<file path="src/rtl/yenc_dec_pkg.sv">
package yenc_dec_pkg;

    typedef struct packed {
        logic [7:0] data_byte;
        logic       end_of_input;
    } enc_word_t;

    typedef struct packed {
        logic [7:0]  out_byte;
        logic        byte_valid;
        logic        verdict_valid;
        logic        crc_ok;
        logic [31:0] computed_crc;
        logic        last_of_run;
    } dec_word_t;

    localparam logic [7:0]  BYTE_LF     = 8'h0a;
    localparam logic [7:0]  BYTE_CR     = 8'h0d;
    localparam logic [7:0]  BYTE_ESC    = 8'h3d;
    localparam logic [7:0]  OFFSET_BASE = 8'd42;
    localparam logic [7:0]  OFFSET_ESC  = 8'd64;
    localparam logic [31:0] CRC_POLY    = 32'hedb88320;
    localparam logic [31:0] CRC_INIT    = 32'hffffffff;

    localparam int BEGIN_LEN = 8;
    localparam int END_LEN   = 6;
    localparam int TAG_LEN   = 6;

    // Characters of the header line tag "=ybegin ".
    function automatic logic [7:0] begin_char(input logic [2:0] idx);
        logic [7:0] c;
        case (idx)
            3'd0:    c = 8'h3d;
            3'd1:    c = 8'h79;
            3'd2:    c = 8'h62;
            3'd3:    c = 8'h65;
            3'd4:    c = 8'h67;
            3'd5:    c = 8'h69;
            3'd6:    c = 8'h6e;
            3'd7:    c = 8'h20;
            default: c = 8'h00;
        endcase
        return c;
    endfunction

    // Characters of the trailer line tag "=yend ".
    function automatic logic [7:0] end_char(input logic [2:0] idx);
        logic [7:0] c;
        case (idx)
            3'd0:    c = 8'h3d;
            3'd1:    c = 8'h79;
            3'd2:    c = 8'h65;
            3'd3:    c = 8'h6e;
            3'd4:    c = 8'h64;
            3'd5:    c = 8'h20;
            default: c = 8'h00;
        endcase
        return c;
    endfunction

    // Characters of the trailer keyword "crc32=".
    function automatic logic [7:0] crc_char(input logic [2:0] idx);
        logic [7:0] c;
        case (idx)
            3'd0:    c = 8'h63;
            3'd1:    c = 8'h72;
            3'd2:    c = 8'h63;
            3'd3:    c = 8'h33;
            3'd4:    c = 8'h32;
            3'd5:    c = 8'h3d;
            default: c = 8'h00;
        endcase
        return c;
    endfunction

    function automatic logic [7:0] decode_byte(input logic [7:0] x, input logic esc);
        logic [7:0] v;
        v = esc ? (x - OFFSET_ESC - OFFSET_BASE) : (x - OFFSET_BASE);
        return v;
    endfunction

    // Decoded bytes of a held line prefix that turned out not to be a trailer tag.
    // The leading '=' escapes the second character.
    function automatic logic [7:0] prefix_byte(input logic [2:0] idx);
        logic [7:0] v;
        v = decode_byte(end_char(idx + 3'd1), idx == 3'd0);
        return v;
    endfunction

    // Returns a valid flag above the 4-bit digit value.
    function automatic logic [4:0] hex_value(input logic [7:0] b);
        logic [4:0] r;
        r = 5'd0;
        if (b >= 8'h30 && b <= 8'h39)
        begin
            r = {1'b1, 4'(b - 8'h30)};
        end
        else if (b >= 8'h61 && b <= 8'h66)
        begin
            r = {1'b1, 4'(b - 8'h57)};
        end
        else if (b >= 8'h41 && b <= 8'h46)
        begin
            r = {1'b1, 4'(b - 8'h37)};
        end
        return r;
    endfunction

    function automatic logic [31:0] crc32_byte(input logic [31:0] crc, input logic [7:0] data);
        logic [31:0] c;
        c = crc ^ {24'd0, data};
        for (int i = 0; i < 8; i++)
        begin
            c = c[0] ? ((c >> 1) ^ CRC_POLY) : (c >> 1);
        end
        return c;
    endfunction

endpackage

</file>
<file path="src/rtl/yenc_stream_decoder.sv">
// The results of an input word are held in pending registers, then pass through the output register.
// Throughput: one input word per cycle while each word yields at most one result and
// dec_stall stays low; a word with more results holds the input side until its last one
// is popped, its results draining one per cycle through the output register when it is not stalled, updating the CRC.
// Reset: all line and trailer state is cleared, the CRC is preset to all ones, and
// the block waits for a begin line; there is no memory and no clearing pass.
module yenc_stream_decoder (
    input  logic                    clk,
    input  logic                    rst_n,
    input  logic                    enc_valid,
    output logic                    enc_stall,
    input  yenc_dec_pkg::enc_word_t enc_word,
    output logic                    dec_valid,
    input  logic                    dec_stall,
    output yenc_dec_pkg::dec_word_t dec_word
);
    import yenc_dec_pkg::*;

    typedef enum logic [1:0] {
        PH_SEEK,
        PH_BODY,
        PH_TRAIL,
        PH_DONE
    } phase_t;

    phase_t      phase_reg, phase_next;
    logic [3:0]  lmc_reg, lmc_next;
    logic        skip_reg, skip_next;
    logic        esc_reg, esc_next;
    logic        cr_reg, cr_next;
    logic [31:0] exp_reg, exp_next;
    logic [2:0]  tmc_reg, tmc_next;
    logic [3:0]  hdc_reg, hdc_next;
    logic [31:0] crc_reg;

    // Pending results of the current word: prefix bytes, up to two bytes, a verdict.
    logic [2:0]  pidx_reg;
    logic [2:0]  pcnt_reg, run_pcnt;
    logic        t1v_reg, run_t1v;
    logic [7:0]  t1_reg, run_t1;
    logic        t2v_reg, run_t2v;
    logic [7:0]  t2_reg, run_t2;
    logic        vv_reg, run_vv;
    logic [31:0] vexp_reg;

    logic        ov_reg;
    dec_word_t   out_reg;

    logic [7:0]  b;
    logic        esc_f;
    logic        esc_w;
    logic [2:0]  pfx_cnt;
    logic [4:0]  hex;
    logic [2:0]  tmc_k;
    logic [2:0]  r_cnt;
    logic        o_free;
    logic        pop;
    logic        accept;
    dec_word_t   head_word;
    logic [31:0] crc_pop;

    assign b = enc_word.data_byte;

    assign r_cnt  = (pcnt_reg - pidx_reg) + {2'b00, t1v_reg} + {2'b00, t2v_reg}
                  + {2'b00, vv_reg};
    assign o_free = !ov_reg || !dec_stall;
    assign pop    = o_free && (r_cnt != 3'd0);
    assign enc_stall = !((r_cnt == 3'd0) || ((r_cnt == 3'd1) && pop));
    assign accept = enc_valid && !enc_stall;

    assign dec_valid = ov_reg;
    assign dec_word  = out_reg;

    always_comb
    begin
        head_word = '0;
        if (pidx_reg < pcnt_reg)
        begin
            head_word.out_byte   = prefix_byte(pidx_reg);
            head_word.byte_valid = 1'b1;
        end
        else if (t1v_reg)
        begin
            head_word.out_byte   = t1_reg;
            head_word.byte_valid = 1'b1;
        end
        else if (t2v_reg)
        begin
            head_word.out_byte   = t2_reg;
            head_word.byte_valid = 1'b1;
        end
        else
        begin
            head_word.verdict_valid = vv_reg;
            head_word.computed_crc  = ~crc_reg;
            head_word.crc_ok        = (~crc_reg == vexp_reg);
        end
        head_word.last_of_run = (r_cnt == 3'd1);
        crc_pop = head_word.byte_valid ? crc32_byte(crc_reg, head_word.out_byte) : CRC_INIT;
    end

    always_comb
    begin
        phase_next = phase_reg;
        lmc_next   = lmc_reg;
        skip_next  = skip_reg;
        esc_next   = esc_reg;
        cr_next    = cr_reg;
        exp_next   = exp_reg;
        tmc_next   = tmc_reg;
        hdc_next   = hdc_reg;
        run_pcnt   = 3'd0;
        run_t1v    = 1'b0;
        run_t1     = 8'd0;
        run_t2v    = 1'b0;
        run_t2     = 8'd0;
        run_vv     = 1'b0;

        // A held line prefix that is flushed leaves an escape pending only when it
        // was the lone '='.
        esc_f   = skip_reg ? esc_reg : (lmc_reg == 4'd1);
        esc_w   = esc_f;
        pfx_cnt = (!skip_reg && lmc_reg >= 4'd2) ? 3'(lmc_reg - 4'd1) : 3'd0;
        hex     = hex_value(b);

        if (b == crc_char(tmc_reg))
        begin
            tmc_k = tmc_reg + 3'd1;
        end
        else if (tmc_reg == 3'd3 && b == crc_char(3'd1))
        begin
            tmc_k = 3'd2;
        end
        else if (b == crc_char(3'd0))
        begin
            tmc_k = 3'd1;
        end
        else
        begin
            tmc_k = 3'd0;
        end

        if (enc_word.end_of_input)
        begin
            if (phase_reg == PH_BODY)
            begin
                run_pcnt = pfx_cnt;
                if (cr_reg)
                begin
                    run_t1v = 1'b1;
                    run_t1  = decode_byte(BYTE_CR, esc_f);
                end
            end
            run_vv     = (phase_reg != PH_DONE);
            phase_next = PH_SEEK;
            lmc_next   = 4'd0;
            skip_next  = 1'b0;
            esc_next   = 1'b0;
            cr_next    = 1'b0;
            exp_next   = 32'd0;
            tmc_next   = 3'd0;
            hdc_next   = 4'd0;
        end
        else
        begin
            case (phase_reg)
                PH_SEEK:
                begin
                    if (b == BYTE_LF)
                    begin
                        lmc_next  = 4'd0;
                        skip_next = 1'b0;
                        esc_next  = 1'b0;
                        cr_next   = 1'b0;
                        if (lmc_reg == 4'(BEGIN_LEN))
                        begin
                            phase_next = PH_BODY;
                        end
                    end
                    else if (!skip_reg && lmc_reg < 4'(BEGIN_LEN))
                    begin
                        if (b == begin_char(lmc_reg[2:0]))
                        begin
                            lmc_next = lmc_reg + 4'd1;
                        end
                        else
                        begin
                            skip_next = 1'b1;
                        end
                    end
                end
                PH_BODY:
                begin
                    if (b == BYTE_LF)
                    begin
                        run_pcnt  = pfx_cnt;
                        lmc_next  = 4'd0;
                        skip_next = 1'b0;
                        esc_next  = 1'b0;
                        cr_next   = 1'b0;
                    end
                    else if (!skip_reg && lmc_reg < 4'(END_LEN)
                             && b == end_char(lmc_reg[2:0]))
                    begin
                        lmc_next = lmc_reg + 4'd1;
                        if (lmc_reg == 4'(END_LEN - 1))
                        begin
                            phase_next = PH_TRAIL;
                            tmc_next   = 3'd0;
                            hdc_next   = 4'd0;
                            exp_next   = 32'd0;
                        end
                    end
                    else
                    begin
                        run_pcnt  = pfx_cnt;
                        skip_next = 1'b1;
                        cr_next   = 1'b0;
                        if (cr_reg)
                        begin
                            run_t1v = 1'b1;
                            run_t1  = decode_byte(BYTE_CR, esc_f);
                            esc_w   = 1'b0;
                        end
                        if (b == BYTE_CR)
                        begin
                            cr_next  = 1'b1;
                            esc_next = esc_w;
                        end
                        else if (!esc_w && b == BYTE_ESC)
                        begin
                            esc_next = 1'b1;
                        end
                        else
                        begin
                            run_t2v  = 1'b1;
                            run_t2   = decode_byte(b, esc_w);
                            esc_next = 1'b0;
                        end
                    end
                end
                PH_TRAIL:
                begin
                    if (b == BYTE_LF)
                    begin
                        run_vv     = 1'b1;
                        phase_next = PH_DONE;
                        lmc_next   = 4'd0;
                        skip_next  = 1'b0;
                        esc_next   = 1'b0;
                        cr_next    = 1'b0;
                    end
                    else if (tmc_reg == 3'(TAG_LEN))
                    begin
                        if (!hex[4])
                        begin
                            tmc_next = 3'(TAG_LEN + 1);
                        end
                        else
                        begin
                            exp_next = {exp_reg[27:0], hex[3:0]};
                            hdc_next = hdc_reg + 4'd1;
                            if (hdc_reg >= 4'd7)
                            begin
                                tmc_next = 3'(TAG_LEN + 1);
                            end
                        end
                    end
                    else if (tmc_reg != 3'(TAG_LEN + 1))
                    begin
                        tmc_next = tmc_k;
                        if (tmc_k == 3'(TAG_LEN))
                        begin
                            exp_next = 32'd0;
                            hdc_next = 4'd0;
                        end
                    end
                end
                default:
                begin
                    phase_next = phase_reg;
                end
            endcase
        end
    end

    always_ff @(posedge clk or negedge rst_n)
    begin
        if (!rst_n)
        begin
            phase_reg <= PH_SEEK;
            lmc_reg   <= 4'd0;
            skip_reg  <= 1'b0;
            esc_reg   <= 1'b0;
            cr_reg    <= 1'b0;
            exp_reg   <= 32'd0;
            tmc_reg   <= 3'd0;
            hdc_reg   <= 4'd0;
            crc_reg   <= CRC_INIT;
            pidx_reg  <= 3'd0;
            pcnt_reg  <= 3'd0;
            t1v_reg   <= 1'b0;
            t1_reg    <= 8'd0;
            t2v_reg   <= 1'b0;
            t2_reg    <= 8'd0;
            vv_reg    <= 1'b0;
            vexp_reg  <= 32'd0;
            ov_reg    <= 1'b0;
            out_reg   <= '0;
        end
        else
        begin
            if (accept)
            begin
                phase_reg <= phase_next;
                lmc_reg   <= lmc_next;
                skip_reg  <= skip_next;
                esc_reg   <= esc_next;
                cr_reg    <= cr_next;
                exp_reg   <= exp_next;
                tmc_reg   <= tmc_next;
                hdc_reg   <= hdc_next;
                pidx_reg  <= 3'd0;
                pcnt_reg  <= run_pcnt;
                t1v_reg   <= run_t1v;
                t1_reg    <= run_t1;
                t2v_reg   <= run_t2v;
                t2_reg    <= run_t2;
                vv_reg    <= run_vv;
                vexp_reg  <= exp_reg;
            end
            else if (pop)
            begin
                if (pidx_reg < pcnt_reg)
                begin
                    pidx_reg <= pidx_reg + 3'd1;
                end
                else if (t1v_reg)
                begin
                    t1v_reg <= 1'b0;
                end
                else if (t2v_reg)
                begin
                    t2v_reg <= 1'b0;
                end
                else
                begin
                    vv_reg <= 1'b0;
                end
            end
            if (o_free)
            begin
                ov_reg <= pop;
                if (pop)
                begin
                    out_reg <= head_word;
                    crc_reg <= crc_pop;
                end
            end
        end
    end

endmodule

</file>
<file path="config.mk">
export PLATFORM = sky130hd
export DESIGN_NAME = yenc_stream_decoder
export DESIGN_NICKNAME = d
export VERILOG_FILES = /design/src/rtl/yenc_dec_pkg.sv /design/src/rtl/yenc_stream_decoder.sv
export SDC_FILE = /design/constraint.sdc
export NUM_CORES = 1
export LEC_CHECK = 0
export BUFFER_PORTS_ARGS = -buffer_cell sky130_fd_sc_hd__buf_2
export CORE_MARGIN = 2
export CORE_UTILIZATION = 45
export DETAILED_ROUTE_END_ITERATION = 10
export PLACE_DENSITY_LB_ADDON = 0.25
export SETUP_SLACK_MARGIN = 0.2
export SLEW_MARGIN = 10
export SYNTH_ARGS = -nofsm -noshare
export SYNTH_HDL_FRONTEND = slang
export SYNTH_SLANG_ARGS = --single-unit
</file>
<file path="constraint.sdc">
create_clock -name clk -period 3.97 [get_ports clk]
set_clock_uncertainty 0.1 [all_clocks]
set_input_delay 0.794 -clock clk [delete_from_list [all_inputs] [get_ports clk]]
set_output_delay 0.794 -clock clk [all_outputs]
set_load 0.02 [all_outputs]
</file>
==> out/metrics.csv <==
metric,value,unit
outcome,"complete, no violations",
placed instance count,1384,
die area,23600,um2
CTS Root Cell,clkbuf_16,
Final setup viols,0,
CTS tree,built,
leading post-synthesis cells by cell area,"dfrtp_1, nand2_1, dfstp_2",
gr ovfl total,0,
share of layout cells above drive strength 1,22.4,%
DIE HEIGHT,154,um
CP max FO,2,
final WL,24000,um
startpoint class of the critical path,register,
fin. max-slew vios,0,
syn_nets,1111,
Critical Path RT,3.08,ns
initial core utilization,46.0,%
antenna diode count,0,
clk slew on worst S/H paths,0.07,ns
IO buf count,58,
mapped cell area,10100,um2
IO Pins,59,
Final nets,1195,
Row Count,54,
critical path class,reg -> out,
DIE WIDTH,154,um
Finished Layout Cells,1434,
# DRC,0,
Max Freq,258,MHz
initial antenna violation count,0,
Synth cell types,83,
GR Util All Layers,20.7,%
clk buf depth,2,
core area,21900,um2
r2r setup slk,0.18,ns
Tcrit/Tclk final,97.6,%
Async SR Flop Fraction,100,%
router iterations before antenna repair,5,
DP HPWL,16700,um
critical path's slowest cell,dfrtp_2,
"Arr. time, crit path",2.98,ns
vias in the first global route,7454,
H-tree depth,4,
Synth Register Bits,176,
final core occ,54.3,%
Max-slew headroom,46.7,%
CTS Sinks,176,
number of synthesized flops with an enable pin,0,
number of flip-flops in the largest register,44,
first-pass GRT wire length,39800,um
"most common cell after layout, fill and taps aside",nand2_1,
Least-Margin Pin Slew,0.800,ns
largest area contributor in the netlist,dfrtp_1,
Fin Hold WS,0.313,ns
synth warn,0,
fillers,1951,
"Clk Latency, worst-skew pair",0.43,ns
Post-synth top flop,dfrtp_1,
DR vias/cell,5.41,
"Hold Vio Cnt, Final",0,
Gate Count Post-Synth,1057,
peak per-stage delay on the critical path,0.43,ns
Synth top area share,35.8,%
1st-iter DRT viols,591,
unrepaired setup endpoints after global routing,true,
CP endpoint kind,primary output,
Hold WC Path Type,in -> async,
total number of vias,7758,
pin count of the biggest net entering global routing,84,
Placer Congestion,0.888,
Final min period,3.87,ns
mean area per synthesized cell,9.52,um2
WL/cell,16.8,um
worst-path cell chain,ha_4 -> fa_1 -> inv_1 -> ha_1 -> inv_1 -> fa_2 -> xor2_1 -> xnor2_1 -> nand2_1 -> buf_6 -> a31o_2 -> buf_6,
setup_tns,0,ns
MaxCap Viol Count,0,
post-route ant nets,0,
"commonest cells after routing, fill and taps aside","nand2_1, dfrtp_1, buf_2",
"Seq/Total Area, Yosys",44.2,%
Area Overhead vs Synth,18.0,%
cts bufs inserted,17,
-- synthesized netlist by cell type, types with 9 or more instances --
cell,count
nand2b_1,10
nand3_1,9
inv_1,30
mux2i_1,10
a21oi_1,37
o21ai_0,40
o31ai_1,36
xor2_1,52
buf_2,11
a22o_1,9
nand2_1,236
o21ai_1,20
dfrtp_1,144
or3_1,9
nand4_1,12
dfstp_2,32
nor2_1,52
ha_1,38
nor3_1,16
clkbuf_1,37
xnor2_1,57
-- kinds of logic after synthesis --
logic type      count (synthesis)  synth area share, %
mux                            16                 1.77
simple gates                  391                 17.4
buf+inv                        86                 3.64
compound gates                222                 15.2
fa+ha+maj                      42                 5.42
xor+xnor                      124                 12.4
flops                         176                 44.2
-- critical path, delay by kind of cell, from the launching register on --
kind	cells	cell delay [ns]
buf+inv	4	0.39
fa+ha+maj	4	1.12
xor+xnor	2	0.29
flops	1	0.43
simple gates	1	0.11
compound gates	1	0.21
-- metrics by stage --
stage | setup WS [ns] | area (um2)
2_1_floorplan | 0.216 | 10100
3_3_place_gp | 0.120 | 10900
3_5_place_dp | 0.0522 | 10900
4_1_cts | 0.0913 | 11600
5_1_grt | -0.0795 | 11900
6_report | 0.0969 | 11900
-- per-layer routing --
metal  share of wire (%)  track usage, %  vias to the layer above
met4                 1.4            6.16                        0
met3                 3.8            3.21                       23
met5                   0               0                        -
met2                  46            31.4                      153
li1                    -               -                     3805
met1                  48            30.7                     3777
-- path summary, 6_finish.rpt --
path	start	endpoint	cells after the start
setup / recovery	pidx_reg[0]	enc_stall	12
hold / removal	rst_n	dec_word[43]	1
setup reg to reg	pidx_reg[0]	exp_reg[0]	16
hold reg to reg	dec_word[42]	dec_word[42]	2
max in group asynchronous	rst_n	vexp_reg[22]	2
min in group clk	dec_word[42]	dec_word[42]	2
-- area by class of cell --
class | count | area [um2] | area share [%]
repair buffers | 119 | 877 | 7.38
well taps | 280 | 350 | 2.95
clock inverters | 14 | 148 | 1.24
flip-flops and latches | 176 | 4450 | 37.4
inverters | 31 | 116 | 0.980
clock buffers | 18 | 429 | 3.61
multi-input cells | 796 | 5510 | 46.4
-- what timing repair did --
action	in CTS	in global routing
resized for setup	15	27
hold buffers	0	0
endpoints found under the setup margin	51	80
gates cloned	0	4
buffers inserted	5	9
pin swaps	5	10
Power is left out: the tool's default activity adds up to more than one toggle a clock period on the data nets, which glitch-free logic cannot reach.
